$ cat src/rtl/gtnp_pkg.sv
// ----------------------------------------------------------------------------
// gtnp_pkg
// Shared types, codes and helpers of the glyph trim and nibble pack block.
// ----------------------------------------------------------------------------
package gtnp_pkg;

  localparam int unsigned DIM_W       = 9;
  localparam int unsigned OFF_FIELD_W = 20;
  localparam logic [7:0]  THRESH_RESET = 8'd48;

  typedef enum logic [1:0] {
    MODE_LOAD  = 2'd0,
    MODE_READ  = 2'd1,
    MODE_FLUSH = 2'd2
  } mode_e;

  typedef enum logic [1:0] {
    KIND_META = 2'd0,
    KIND_DATA = 2'd1,
    KIND_NONE = 2'd2
  } kind_e;

  typedef enum logic [2:0] {
    ST_IDLE,
    ST_LOAD,
    ST_AREA,
    ST_READ,
    ST_NIB1,
    ST_NIB2,
    ST_FLUSH,
    ST_EMIT
  } state_e;

  typedef enum logic [1:0] {
    RD_PEND,
    RD_SINGLE,
    RD_PAIR
  } rdsel_e;

  typedef struct packed {
    logic clear;
    logic step;
  } cur_ctrl_t;

  typedef struct packed {
    kind_e                  kind;
    logic [7:0]             data_byte;
    logic [7:0]             trim_width;
    logic [7:0]             trim_height;
    logic [10:0]            glyph_left;
    logic [10:0]            glyph_top;
    logic [OFF_FIELD_W-1:0] byte_offset;
    logic                   last_byte;
    logic                   overflow;
  } res_t;

  // (a*15+127)/255 through the reciprocal of 255
  function automatic logic [3:0] quant4(logic [7:0] a);
    logic [11:0] x;
    logic [12:0] s;
    x = 12'(a) * 12'd15 + 12'd127;
    s = 13'(x) + 13'(x >> 8) + 13'd1;
    return s[11:8];
  endfunction

endpackage

$ cat src/rtl/gtnp_cursor.sv
// ----------------------------------------------------------------------------
// gtnp_cursor
// Read cursor over the trimmed box: one step per nibble taken, row order.
// ----------------------------------------------------------------------------
module gtnp_cursor #(
  parameter int unsigned MAX_WIDTH  = 128,
  parameter int unsigned MAX_HEIGHT = 128
) (
  input  logic                                              clk_i,
  input  logic                                              rst_ni,
  input  gtnp_pkg::cur_ctrl_t                               ctrl_i,
  input  logic [$clog2(MAX_WIDTH)-1:0]                      min_col_i,
  input  logic [$clog2(MAX_HEIGHT)-1:0]                     min_row_i,
  input  logic [gtnp_pkg::DIM_W-1:0]                        box_w_i,
  input  logic [gtnp_pkg::DIM_W-1:0]                        box_h_i,
  output logic [$clog2(MAX_WIDTH)+$clog2(MAX_HEIGHT)-1:0]   addr_o
);

  localparam int unsigned CB = $clog2(MAX_WIDTH);
  localparam int unsigned RB = $clog2(MAX_HEIGHT);
  localparam int unsigned DW = gtnp_pkg::DIM_W;

  logic [CB-1:0] col_q, col_d;
  logic [RB-1:0] row_q, row_d;
  logic [DW-1:0] col_inc, row_inc;

  always_comb begin
    col_inc = DW'(col_q) + DW'(1);
    row_inc = DW'(row_q) + DW'(1);
    col_d   = col_q;
    row_d   = row_q;
    if (ctrl_i.clear) begin
      col_d = '0;
      row_d = '0;
    end else if (ctrl_i.step) begin
      if (col_inc >= box_w_i) begin
        col_d = '0;
        row_d = (row_inc >= box_h_i) ? '0 : row_inc[RB-1:0];
      end else begin
        col_d = col_inc[CB-1:0];
      end
    end
  end

  always_ff @(posedge clk_i or negedge rst_ni) begin
    if (!rst_ni) begin
      col_q <= '0;
      row_q <= '0;
    end else begin
      col_q <= col_d;
      row_q <= row_d;
    end
  end

  assign addr_o = {RB'(min_row_i + row_q), CB'(min_col_i + col_q)};

endmodule

$ cat config.mk
export PLATFORM = sky130hd
export DESIGN_NAME = gtnp_cursor
export DESIGN_NICKNAME = d
export VERILOG_FILES = /design/src/rtl/gtnp_pkg.sv /design/src/rtl/gtnp_cursor.sv
export SDC_FILE = /design/constraint.sdc
export NUM_CORES = 1
export LEC_CHECK = 0
export BUFFER_PORTS_ARGS = -buffer_cell sky130_fd_sc_hd__buf_2
export CORE_UTILIZATION = 47
export DETAILED_ROUTE_END_ITERATION = 8
export PLACE_DENSITY_LB_ADDON = 0.08
export SYNTH_ARGS = -nofsm -noshare
export SYNTH_HDL_FRONTEND = slang
export SYNTH_SLANG_ARGS = --single-unit
$ cat constraint.sdc
create_clock -name clk_i -period 2.5 [get_ports clk_i]
set_input_delay 0 -clock clk_i [delete_from_list [all_inputs] [get_ports clk_i]]
set_output_delay 0 -clock clk_i [all_outputs]
set_load 0.01 [all_outputs]
==> impl_metrics.csv <==
group,metric,value,unit
routing,route.detailed.drc,0,
placed_design,placed_area,0.002037,mm2
routing,avgViaCountPerCell,5.030,
clock_network,cts_root_buf,"clkbuf_4",
yosys,synth.distinct_cells,38,
power_and_ir_drop,ir_worst_vdd,244.2,uV
placed_design,place_congestion,0.8069,
worst_setup_path,crit_arrival,2.55,ns
run_status,outcome,"complete, no violations",
min_path,min_path_type,"in2reg",
yosys,syn_inst,191,
yosys,ys_seq_area_share,20.93,%
yosys,yosys_warnings,0,
worst_setup_path,path_cells,"buf_4, nand3_2, clkinv_2, nand3_4, xnor2_2, ha_2, nand4b_1, o31ai_1, a21oi_1, a21o_4, buf_6, o21bai_1, a22o_1",
timing,maxSlewHeadroom,74.40,%
global_routing,grtUsageTotal,18.44,%
global_routing,overflow,0,
clock_network,numCtsBuffers,3,
die,die_area,0.003804,mm2
global_routing,antenna_found_initial,0,
routing,finalWirelength,3385,um
timing,fin_crit,2.388,ns
routing,drt_iter0_drc,19,
worst_setup_path,setup.worst_path.start_class,"flip-flop",
final_layout,drive_gt1_share,31.64,%
final_layout,final_nets,326,
routing,wl_per_cell,11.21,um
placed_design,io_buffers,49,
global_routing,first_global_vias,1243,
routing,first_pass_iters,4,
timing,skew,0.003007,ns
yosys,syn_area,0.001674,mm2
yosys,synthFlopType,"dfrtp_1",
clock_network,cts_tree,"done",
placed_design,dp_hpwl,2786,um
die,rows,21,
worst_setup_path,end_kind,"flip-flop",
die,chipWidth,61.68,um
clock_network,htree_levels,1,
clock_network,cts.clk_slew.worst_paths,0.08,ns
clock_network,clkSinkCount,14,
timing,max_freq,418.8,MHz
die,core-area,0.003363,mm2
final_layout,area_growth,28.92,%
die,die_y,61.68,um
timing,post-route-period-util,95.51,%
die,io_pins,50,
clock_network,clockBufferDepth,2,
global_routing,grt_start_max_net_pins,15,
timing,finalSetupViolCount,0,
die,start_util,49.78,%
clock_network,clk_latency,0.27,ns
yosys,ys_ff_latch,14,
routing,num_vias,1519,
yosys,synth_area_per_cell,8.765,um2
final_layout,final_cell_mix,"buf_2, ha_1, inv_1",
timing,finalWorstSetupSlack,0.1122,ns
timing,rsz0062_at_grt,"true",
power_and_ir_drop,p_leak,0.001208,uW
worst_setup_path,critical_path.max_fanout,5,
worst_setup_path,critPathKind,"reg2reg",
timing,finalMaxSlewViolations,0,
yosys,syn-num-nets,259,
power_and_ir_drop,power_density,367.0,mW/mm2
worst_setup_path,slowest_delay,0.40,ns
final_layout,layout_commonest_cell,"buf_2",
final_layout,final_cell_area,0.002158,mm2
final_layout,diodes,0,
timing,tightest_slew,0.3814,ns
worst_setup_path,cp_slowest_cell,"dfrtp_1",
placed_design,dp_slack,-0.05873,ns
power_and_ir_drop,power,792.1,uW
job,cap_viol_max_count,0,
timing,hold_viol_final,0,
worst_setup_path,crit_required,2.67,ns
yosys,async_flop_share,100.0,%
global_routing,grt_pass1_wl,5161,um
yosys,synth_edf_count,0,
routing,detail-route-antenna-nets,0,
## routing by layer
layer	track usage (%)	up-vias	part of all wire, %
li1	-	807	-
met1	22.51	670	44
met2	33.18	38	51
met3	2.521	4	3.8
met4	6.032	0	0.92
met5	0	-	0
## cell type report
cell class | instances | area, um2
tap | 46 | 57.56
multi-input combinational | 150 | 1267
timing repair buffer | 63 | 360.3
fill | 330 | 1205
inverter | 26 | 98.84
clock buffer | 3 | 22.52
sequential | 14 | 351.6
## synthesized netlist by cell type (2+ instances only)
cell	instances	share of area [%]
nand2_1	7	1.6
nor2_1	10	2.2
o22ai_1	2	0.75
nor3_1	4	1.2
a21oi_1	11	3.3
a22o_1	6	3.1
xnor2_1	16	8.4
or3_1	2	0.75
o21ai_0	9	2.7
o21bai_1	4	1.8
and3_1	4	1.5
inv_1	25	5.6
xor2_1	6	3.1
dfrtp_1	14	21
nand2b_1	2	0.75
fa_1	2	2.4
a211oi_1	2	0.90
nor2b_1	4	1.5
ha_1	30	22
nand4b_1	2	1.0
nand3_1	4	1.2
a21o_1	8	3.6
o21a_1	2	0.90
## what timing repair did
item                                    CTS  global route
endpoints found under the setup margin    4            14
pin swaps                                 2             9
endpoints found under the hold margin    14             0
gates resized for setup                   2            11
hold buffers                              1             0
setup buffers                             1             3
## power breakdown
part           internal (uW)  leakage [uW]  switching [uW]
clock                   55.7     0.0000138            71.4
combinational            201       0.00100             205
sequential               244      0.000189            15.8
total                    500       0.00121             292
## metrics by stage
step / setup TNS, ns / instances / hold slack, ns / util (%)
3_3_place_gp: -0.004758 / 294 / -0.08344 / 60.57
4_1_cts: 0 / 299 / 0.1338 / 61.98
2_1_floorplan: 0 / 191 / -0.2956 / -
5_1_grt: -0.05012 / 302 / 0.1617 / 64.17
3_5_place_dp: -0.1017 / 294 / -0.07818 / 60.57
6_report: 0 / 302 / 0.1359 / 64.17
## worst max-delay path, delay by kind of cell (launching register included)
family                     cells  cell delay (ns)
AOI/OAI and AO/OA              5             0.73
xor gates and xnor gates       1             0.14
adders and majority gates      1             0.32
buffers and inverters          3             0.37
DFF                            1             0.40
and+or+nand+nor                3             0.32
## worst paths after layout
kind,startpoint,to,slack [ns],cells past startpoint
max in group asynchronous,rst_ni,row_q[3],2.07,2
max,col_q[1],row_q[2],0.11,13
min reg2reg,row_q[3],row_q[3],0.60,1
min,ctrl_i[0],col_q[1],0.14,3
min in group asynchronous,rst_ni,col_q[5],0.16,2
max reg2reg,col_q[1],row_q[2],0.11,13
## registers in the layout, indices dropped and copies added (netlist names)
register  count
col_q         7
row_q         7
## kinds of logic (layout without fill, tap and decap cells)
family                   Yosys count  after routing  synth area share [%]
AO/OA/AOI/OAI                     49             49                 20.03
XOR/XNOR                          22             22                 11.51
adder cells (fa/ha/maj)           32             32                 24.81
buffers and inverters             27             92                 6.353
flip-flops                        14             14                 20.93
multiplexers                       1              1                0.6726
AND/OR/NAND/NOR                   46             46                 15.70
Power figures use the tool's default switching activity.
